## src/design/dwgf_scale.sv

```systemverilog
// ----------------------------------------------------------------------------
// dwgf_scale
// Two-stage constant scaler: q = floor(v * NUM / DEN), reciprocal multiply
// followed by a single remainder correction.
// ----------------------------------------------------------------------------
module dwgf_scale #(
  parameter int unsigned CB  = 16,
  parameter int unsigned NUM = 30,
  parameter int unsigned DEN = 100
) (
  input  logic          clk_i,
  input  logic [CB-1:0] v_i,
  output logic [CB-1:0] q_o
);

  localparam int unsigned SH  = CB + 2;
  localparam int unsigned PRW = CB + SH;
  localparam int unsigned RMW = CB + 8;
  localparam logic [SH-1:0] RECIP = SH'((64'(NUM) << SH) / 64'(DEN));

  logic [PRW-1:0] prod;
  logic [RMW-1:0] rem;
  logic [CB-1:0]  v_q;
  logic [CB-1:0]  est_q;
  logic [CB-1:0]  q_q;

  assign prod = PRW'(v_i) * PRW'(RECIP);

  // estimate is low by at most one
  assign rem = RMW'(v_q) * RMW'(NUM) - RMW'(est_q) * RMW'(DEN);

  always_ff @(posedge clk_i) begin
    v_q   <= v_i;
    est_q <= prod[PRW-1:SH];
    q_q   <= (rem >= RMW'(DEN)) ? est_q + CB'(1) : est_q;
  end

  assign q_o = q_q;

endmodule

```

## config.mk

```make
export PLATFORM = sky130hd
export DESIGN_NAME = dwgf_scale
export DESIGN_NICKNAME = d
export VERILOG_FILES = /design/src/design/dwgf_scale.sv
export SDC_FILE = /design/constraint.sdc
export NUM_CORES = 1
export LEC_CHECK = 0
export BUFFER_PORTS_ARGS = -buffer_cell sky130_fd_sc_hd__buf_2
export CORE_MARGIN = 1
export CORE_UTILIZATION = 60
export CTS_CLUSTER_DIAMETER = 120
export DETAILED_ROUTE_END_ITERATION = 8
export GPL_ROUTABILITY_DRIVEN = 0
export HOLD_SLACK_MARGIN = 0.1
export PLACE_DENSITY = 0.8
export SLEW_MARGIN = 0
export SYNTH_ARGS = -nofsm -noshare
export SYNTH_HDL_FRONTEND = slang
export SYNTH_SLANG_ARGS = --single-unit
```

## constraint.sdc

```tcl
create_clock -name clk_i -period 9.37 [get_ports clk_i]
set_input_delay 2.3425 -clock clk_i [delete_from_list [all_inputs] [get_ports clk_i]]
set_output_delay 2.3425 -clock clk_i [all_outputs]
set_load 0.005 [all_outputs]
```

==> results of run 1 <==
metal layers:
metal  track usage  vias to the layer above  part of all wire
li1              -                     3241                 -
met1        0.3463                     3084              0.46
met2        0.4515                      123              0.48
met3       0.02463                       38             0.032
met4       0.09909                        0             0.029
met5             0                        -                 0
registers in the layout, summed over array words and instances (netlist names):
signal	cells
q_o	16
v_q	16
est_q	15
synth_stat cells, types with 4 or more instances:
cell type  number
o21a_1          5
buf_2           4
ha_1          202
nor2b_1        16
nand3_1         8
xor2_1         22
and3_1          5
o31ai_1         4
or2_2           7
dfxtp_1        47
a211oi_1        4
inv_1         196
o21ai_0        30
nor4_1          5
nor3_1         21
nand2b_1       12
a31oi_1         6
nor2_1         35
a21o_1         13
a211o_1         8
fa_1          100
a21oi_1        45
a21boi_0        4
nand2_1        37
nand4_1         7
xnor2_1        29
stage by stage:
| stage | setup WS (ps) | cell area (um^2) | cells | util | hold slack, ps |
|---|---|---|---|---|---|
| final | 1758 | 9251 | 1154 | 0.6588 | 585.5 |
| after global routing | 1495 | 9251 | 1154 | 0.6588 | 599.1 |
| after CTS | 1800 | 9251 | 1154 | 0.6588 | 575.8 |
| after detailed placement | 1499 | 9100 | 1146 | 0.6480 | 557.7 |
| after global placement | 1590 | 9100 | 1146 | 0.6480 | 550.3 |
| after floorplan | 2023 | 8737 | 941 | - | 483.8 |
cells by family after synthesis:
kind of cell	Yosys count
fa+ha+maj	302
mux	5
flops	47
buf+inv	203
xor+xnor	51
compound gates	162
simple gates	171
worst min-delay path, stage by stage, from the launching register on:
cell and delay (ps):
dfxtp_1 380, o21ai_0 110, nand2_1 60
worst max path at each step:
| stage | from | to | slack [ps] | cells past startpoint |
|---|---|---|---|---|
| finish | v_i[5] | est_q[9]$_DFF_P_ | 1760 | 22 |
| global route | v_i[14] | est_q[14]$_DFF_P_ | 1490 | 21 |
| CTS | v_i[5] | est_q[9]$_DFF_P_ | 1800 | 22 |
| detailed placement | v_i[5] | est_q[9]$_DFF_P_ | 1500 | 22 |
| global placement | v_i[5] | est_q[9]$_DFF_P_ | 1590 | 22 |
| floorplan | v_i[14] | est_q[9]$_DFF_P_ | 2020 | 20 |
layout make-up:
class                      count  area, um^2  share of cell area
timing repair buffer          32       160.2             0.01731
tap                          180       225.2             0.02434
multi-input combinational    691        7038              0.7608
sequential                    47       940.9              0.1017
inverter                     196       735.7             0.07952
clock buffer                   5       125.1             0.01352
clock inverter                 3       26.28            0.002840
==> run metrics, run 1 <==
Mapped Nets 1260; Clock Latency Late Sink 300 ps; setup TNS 0 ps; reg2reg setup slack 2160 ps; crit path kind primary input to flip-flop; Synth Warn # 0; Via density 5.620; # Max-Cap Violations 0; Yosys reg bits 47; Slew headroom 0.2318; Clock Skews 8.678 ps; die width 122.7 um; CTS tree done; R2R cell count 24; crit-path max cell delay 560 ps; multiplexer share of the synthesized area 0.006015; Post-synth EDFFs 0; core area 14040 um^2; Synth area leaders ha_1 (29%), fa_1 (23%), dfxtp_1 (11%); # nets final 1292; maximum clock rate 131.4 MHz; RSZ-0062 raised after global routing no; crit start category primary input; H-tree levels 2; DRT iter0 DRCs 247; CP delay by family, top adder cells; layout cells sized above 1 0.06674; post-synthesis adder-cell area fraction 0.5184; Post-Syn Area per Cell 9.285 um^2; main combinational cell family by area after synthesis adder cells; Hold Crit Start est_q[5]$_DFF_P_; Top FF cell, synth dfxtp_1; commonest non-fill, non-tap cell in the layout ha_1; Seq/Total Area, Yosys 0.1077; Post-Syn Area 8737 um^2; n_diodes 0; fraction of registers with async set/reset 0; count of final setup violators 0; Post-CTS Hold Buffers 0; PortBufs 32; Synth top area share 0.2893; Final Max Tran Viols 0; initial antenna violation count 0; compound-gate portion of the synthesized area 0.1262; final period utilization 0.8124; Fillers 1123; post-synth top area cell ha_1; postcts setup bufs 0; Slew @ Worst Pin 1144 ps; hold depth 2; Syn Inst Count 941; post-synthesis xor/xnor area fraction 0.05112; Core Rows 43; via count 6486; first-pass GRT wire length 30.79 mm; Area growth syn-to-layout 5.886%; largest net degree at the start of global routing 22; HP Class flip-flop to flip-flop; Crit path buffers/inverters 5; Final Critical Period 7612 ps; # DRC 0; worst-case clock buffer depth 2; count of cell types in the netlist 67; DP HPWL 15.89 mm; die height 122.7 um; Synth Area in Simple Gates 0.1028; WL/cell 15.72 um; DIE AREA 15050 um^2; CP Cell Sequence buf_2 > inv_1 > ha_1 > inv_1 > fa_1 > ha_1 > inv_1 > fa_1 > fa_1 > fa_1 > inv_1 > ha_1 > or4_4 > a311oi_1 > o31ai_1 > a32o_2 > o211ai_4 > a21oi_2 > o41a_1 > a21o_2 > a21oi_2 > xnor2_1; Pre-antenna DRT Iters 4; Hold Violations, Final 0; IO Count 33; hold path endpoint q_o[5]$_DFF_P_; CTS Buf Count 5; clk sinks 47; Reg2Reg Capture Point q_o[8]$_DFF_P_; Initial Utilization 0.6222; drt total wl 18.14 mm; CTS clock-pin slew for the worst setup and hold paths 70 ps; WP data arrival 7840 ps; status complete, no violations; worst r2r src est_q[0]$_DFF_P_; aggregate global routing overflow 0; root buffer cell clkbuf_16; Slowest cell on crit path fa_1; crit end category flip-flop; most frequent cells in the layout ha_1 (202), inv_1 (196), fa_1 (100); total track usage 0.2644; Resized cells post-CTS 0; Post-DRT Antenna Nets 0; Crit Path Max Fanout 5; vias in the first global route 6614; CP required 9600 ps
Power of run 1 is not shown: default switching activity piles up to over one toggle a cycle in this logic, so the estimate is an artifact.
==> run 2: changes to the inputs <==
--- a/config.mk
+++ b/config.mk
@@ -5,6 +5,7 @@
 export SDC_FILE = /design/constraint.sdc
 export NUM_CORES = 1
 export LEC_CHECK = 0
+export ABC_AREA = 1
 export BUFFER_PORTS_ARGS = -buffer_cell sky130_fd_sc_hd__buf_2
 export CORE_MARGIN = 1
 export CORE_UTILIZATION = 60
@@ -12,7 +13,7 @@
 export DETAILED_ROUTE_END_ITERATION = 8
 export GPL_ROUTABILITY_DRIVEN = 0
 export HOLD_SLACK_MARGIN = 0.1
-export PLACE_DENSITY = 0.8
+export PLACE_DENSITY = 0.79
 export SLEW_MARGIN = 0
 export SYNTH_ARGS = -nofsm -noshare
 export SYNTH_HDL_FRONTEND = slang
==> constraint.sdc (replaced) <==
create_clock -name clk_i -period 7.7 [get_ports clk_i]
set_input_delay 1.925 -clock clk_i [delete_from_list [all_inputs] [get_ports clk_i]]
set_output_delay 1.925 -clock clk_i [all_outputs]
set_load 0.005 [all_outputs]
==> run metrics, run 2 <==
status complete, no violations (unchanged); clk sinks 47 (unchanged); setup TNS 0 ps (unchanged); Area growth syn-to-layout 5.899% (was 5.886%); H-tree levels 2 (unchanged); Via density 5.412 (was 5.620); total track usage 0.2982 (was 0.2644); # Max-Cap Violations 0 (unchanged); Slew @ Worst Pin 887.2 ps (was 1144 ps); Post-synth EDFFs 0 (unchanged); vias in the first global route 8236 (was 6614); DRT iter0 DRCs 407 (was 247); commonest non-fill, non-tap cell in the layout inv_1 (was ha_1); Synth area leaders ha_1 (26%), fa_1 (21%), inv_1 (10%) (was ha_1 (29%), fa_1 (23%), dfxtp_1 (11%)); drt total wl 23.02 mm (was 18.14 mm); crit end category flip-flop (unchanged); reg2reg setup slack 1930 ps (was 2160 ps); wire length on met3 1.056 mm (was 572 um); DIE AREA 16780 um^2 (was 15050 um^2); Post-DRT Antenna Nets 0 (unchanged); Resized cells post-CTS 0 (unchanged); RSZ-0062 raised after global routing no (unchanged); Seq/Total Area, Yosys 0.09643 (was 0.1077); final period utilization 0.8652; commonest cells in the netlist inv_1 (268), nand2_1 (256), ha_1 (202) (was ha_1 (202), inv_1 (196), fa_1 (100)); DP HPWL 19.94 mm (was 15.89 mm); Clock Latency Late Sink 310 ps (was 300 ps); Final Critical Period 6662 ps; fraction of registers with async set/reset 0 (unchanged); # nets final 1614 (was 1292); initial antenna violation count 2 (was 0); Synth top area share 0.2590 (was 0.2893); Crit Path Max Fanout 5 (unchanged); most frequent cells in the layout inv_1 (268), nand2_1 (256), ha_1 (202) (was ha_1 (202), inv_1 (196), fa_1 (100)); CTS tree done (unchanged); layout cells sized above 1 0.05478 (was 0.06674); maximum clock rate 150.1 MHz; # DRC 0 (unchanged); Synth Warn # 0 (unchanged); CTS clock-pin slew for the worst setup and hold paths 80 ps (was 70 ps); uppermost layer routed met4 (unchanged); Post-CTS Hold Buffers 0 (unchanged); count of cell types in the netlist 42 (was 67); postcts setup bufs 0 (unchanged); Pre-antenna DRT Iters 5 (was 4); Fillers 1389 (was 1123); Slew headroom 0.4079 (was 0.2318); count leader, synth inv_1 (was ha_1); first-pass GRT wire length 38.61 mm (was 30.79 mm); Final Max Tran Viols 0 (unchanged); PortBufs 32 (unchanged); Hold Violations, Final 0 (unchanged); R2R cell count 27 (was 24); aggregate global routing overflow 0 (unchanged); Syn Inst Count 1260 (was 941); via count 8189 (was 6486); HP Class flip-flop to flip-flop (unchanged); WL/cell 15.21 um (was 15.72 um); Post-Syn Area 9757 um^2 (was 8737 um^2); worst-case clock buffer depth 2 (unchanged); core area 15890 um^2 (was 14040 um^2); Core Rows 46 (was 43); largest net degree at the start of global routing 17 (was 22); IO Count 33 (unchanged); CTS Buf Count 5 (unchanged); M1 WL 10.10 mm (was 8.266 mm); Yosys reg bits 47 (unchanged); post-synth top area cell ha_1 (unchanged); Clock Skews 13.92 ps (was 8.678 ps); Post-Syn Area per Cell 7.744 um^2 (was 9.285 um^2); count of final setup violators 0 (unchanged); die width 129.5 um (was 122.7 um); WP data arrival 6900 ps (was 7840 ps); Initial Utilization 0.6142 (was 0.6222); CP required 7930 ps (was 9600 ps); die height 129.5 um (was 122.7 um); wire length on met2 11.16 mm (was 8.763 mm); crit path kind primary input to flip-flop (unchanged); Top FF cell, synth dfxtp_1 (unchanged); crit start category primary input (unchanged); root buffer cell clkbuf_16 (unchanged); hold depth 2 (unchanged); Mapped Nets 1579 (was 1260)
run 2: layer usage:
layer / track usage / vias up
met5: 0 / -
met4: 0.1081 / 0
met3: 0.03964 / 46
met2: 0.5240 / 195
met1: 0.3746 / 3849
li1: - / 4099
run 2: cell families after synthesis:
family,Yosys count,share of synthesized area
simple gates,438,0.1979
fa+ha+maj,302,0.4642
buf+inv,276,0.1076
compound gates,136,0.07835
xor+xnor,61,0.05553
flops,47,0.09643
run 2: worst paths after layout:
kind                                   startpoint               end
worst max-delay path                      v_i[14]  est_q[9]$_DFF_P_
worst min-delay path            est_q[14]$_DFF_P_   q_o[14]$_DFF_P_
worst max register to register     v_q[2]$_DFF_P_    q_o[1]$_DFF_P_
worst min register to register  est_q[14]$_DFF_P_   q_o[14]$_DFF_P_
run 2: final cells by class:
cell class              count  area, um^2  area share
multi-input cells         937        7766      0.7516
inverters                 272        1021     0.09881
clock inverters             3       46.29    0.004481
well taps                 216       270.3     0.02616
repair buffers             32       160.2     0.01550
flip-flops and latches     47       940.9     0.09106
clock buffers               5       125.1     0.01211
diodes                      1       2.502   0.0002422
run 2: through the flow:
step | util | hold slack (ps) | worst slack (ps) | cells | area, um^2
after floorplan | - | 483.4 | 1313 | 1260 | 9757
after global placement | 0.6395 | 526.9 | 944.4 | 1504 | 10160
after detailed placement | 0.6395 | 529.1 | 785.3 | 1504 | 10160
after CTS | 0.6503 | 541.5 | 1053 | 1512 | 10330
after global routing | 0.6503 | 569.1 | 746.3 | 1512 | 10330
final | 0.6504 | 538.3 | 1038 | 1513 | 10330
run 2: worst max-delay path: stages:
cell,delay (ps)
buf_2,130
inv_1,50
ha_1,320
inv_1,80
fa_1,550
inv_1,60
fa_1,520
fa_1,590
inv_1,80
fa_1,450
fa_1,480
ha_1,330
nand2_1,90
nor4_1,450
nand4_1,150
nand3_1,160
a21oi_1,120
o21ai_0,210
xor2_1,150
Power of run 2 is left out for the same reason.
==> run 3: changes to the inputs <==
--- a/config.mk
+++ b/config.mk
@@ -13,6 +13,7 @@
 export DETAILED_ROUTE_END_ITERATION = 8
 export GPL_ROUTABILITY_DRIVEN = 0
 export HOLD_SLACK_MARGIN = 0.1
+export MAX_ROUTING_LAYER = met4
 export PLACE_DENSITY = 0.79
 export SLEW_MARGIN = 0
 export SYNTH_ARGS = -nofsm -noshare
==> run metrics, run 3 (same netlist as run 2, synthesis figures left out) <==
Clock Latency Late Sink 310 ps (about the same); Via density 5.397 (was 5.412); IO Count 33 (unchanged); DRT iter0 DRCs 371 (was 407); aggregate global routing overflow 0 (unchanged); most frequent cells in the layout inv_1 (268), nand2_1 (256), ha_1 (202) (unchanged); HP Class flip-flop to flip-flop (unchanged); CP required 7940 ps (was 7930 ps); CP delay by family, top adder cells (unchanged); Final Max Tran Viols 0 (unchanged); core area 15890 um^2 (unchanged); root buffer cell clkbuf_16 (unchanged); CP Cell Sequence buf_2 > inv_1 > ha_1 > inv_1 > fa_1 > inv_1 > fa_1 > fa_1 > inv_1 > fa_1 > fa_1 > ha_1 > nand2_1 > nor4_1 > nand4_1 > nand3_1 > a21oi_1 > o21ai_0 > xor2_1 (unchanged); RSZ-0062 raised after global routing no (unchanged); WL/cell 15.19 um (was 15.21 um); crit end category flip-flop (unchanged); initial antenna violation count 1 (was 2); largest net degree at the start of global routing 17 (unchanged); Resized cells post-CTS 0 (unchanged); vias in the first global route 8238 (was 8236); Crit path buffers/inverters 5 (unchanged); reg2reg setup slack 1960 ps (was 1930 ps); die height 129.5 um (unchanged); via count 8166 (was 8189); maximum clock rate 150.0 MHz (was 150.1 MHz); # nets final 1614 (unchanged); Crit Path Max Fanout 5 (unchanged); Initial Utilization 0.6142 (unchanged); # DRC 0 (unchanged); WP data arrival 6900 ps (about the same); commonest non-fill, non-tap cell in the layout inv_1 (unchanged); # Max-Cap Violations 0 (unchanged); CP most frequent cell fa_1 (unchanged); Final Hold Slack 537.1 ps (was 538.3 ps); drt total wl 22.98 mm (was 23.02 mm); CTS tree done (unchanged); first-pass GRT wire length 38.62 mm (was 38.61 mm); Slew headroom 0.4094 (was 0.4079); Core Rows 46 (unchanged); CTS Buf Count 5 (unchanged); layout cells sized above 1 0.05478 (unchanged); DIE AREA 16780 um^2 (unchanged); DP HPWL 19.94 mm (unchanged); status complete, no violations (unchanged); crit start category primary input (unchanged); Post-DRT Antenna Nets 0 (unchanged); CTS clock-pin slew for the worst setup and hold paths 80 ps (about the same); final period utilization 0.8660 (was 0.8652); die width 129.5 um (unchanged); Hold Violations, Final 0 (unchanged); worst-case clock buffer depth 2 (unchanged); Area growth syn-to-layout 5.899% (unchanged); cell area after layout 10330 um^2 (unchanged); Slowest cell on crit path fa_1 (unchanged); Slew @ Worst Pin 884.9 ps (was 887.2 ps); H-tree levels 2 (unchanged); Post-CTS Hold Buffers 0 (unchanged); total track usage 0.3074 (was 0.2982); setup TNS 0 ps (unchanged); postcts setup bufs 0 (unchanged); Final Util 0.6504 (unchanged); Clock Skews 15.32 ps (was 13.92 ps); PortBufs 32 (unchanged); count of final setup violators 0 (unchanged); Final Critical Period 6668 ps (was 6662 ps); Pre-antenna DRT Iters 5 (unchanged); crit-path max cell delay 590 ps (about the same); crit path kind primary input to flip-flop (unchanged); area post-placement 10160 um^2 (unchanged); clk sinks 47 (unchanged)
==> run 3: cell counts in the layout (fill, tap and decap cells not counted) <==
No cell type changed its count.
==> run 3: stage by stage <==
stage | instances | worst slack (ps)
detailed placement | 1504 | 785.3
finish | 1513 | 1032
floorplan | 1260 | 1313
global placement | 1504 | 944.4
CTS | 1512 | 1053
global route | 1513 | 746.3
==> run 3: cell type report <==
| cell class | instances | area [um^2] |
|---|---|---|
| multi-input cells | 937 | 7766 |
| clock inverters | 3 | 46.29 |
| diodes | 1 | 2.502 |
| well taps | 216 | 270.3 |
| clock buffers | 5 | 125.1 |
| fillers | 1390 | 5553 |
| inverters | 272 | 1021 |
| flip-flops and latches | 47 | 940.9 |
| repair buffers | 32 | 160.2 |
==> run 3: path summary, 6_finish.rpt <==
| kind | startpoint | endpoint | cells past startpoint |
|---|---|---|---|
| min | est_q[14]$_DFF_P_ | q_o[14]$_DFF_P_ | 2 |
| max reg2reg | v_q[2]$_DFF_P_ | q_o[1]$_DFF_P_ | 27 |
| max | v_i[14] | est_q[9]$_DFF_P_ | 19 |
| min reg2reg | est_q[14]$_DFF_P_ | q_o[14]$_DFF_P_ | 2 |
==> run 3: worst register-to-register path: stages (launching register included) <==
cell,delay (ps)
dfxtp_1,380
inv_1,110
fa_1,510
fa_1,510
inv_1,40
ha_1,360
nand2_1,60
o21ai_0,330
a21oi_1,160
o21ai_0,310
nand3_1,110
nand2_1,130
a31oi_1,110
xnor2_1,160
ha_1,410
nand2_1,110
nor2_1,160
inv_1,70
nor2_1,140
nand4_1,160
nand4_1,120
nand2_1,70
nor2_2,100
nand2_1,100
nor2_4,390
nand3_4,280
nand2_1,140
nand2_1,90
==> run 3: per-layer routing <==
metal  vias up  routed length [um]  global-route usage
met2       187               11140              0.5250
li1       4104                   -                   -
met5         -                   0                   -
met4         0                 691              0.1074
met3        49                1022             0.03386
met1      3826               10130              0.3775
Power of run 3 is left out for the same reason.
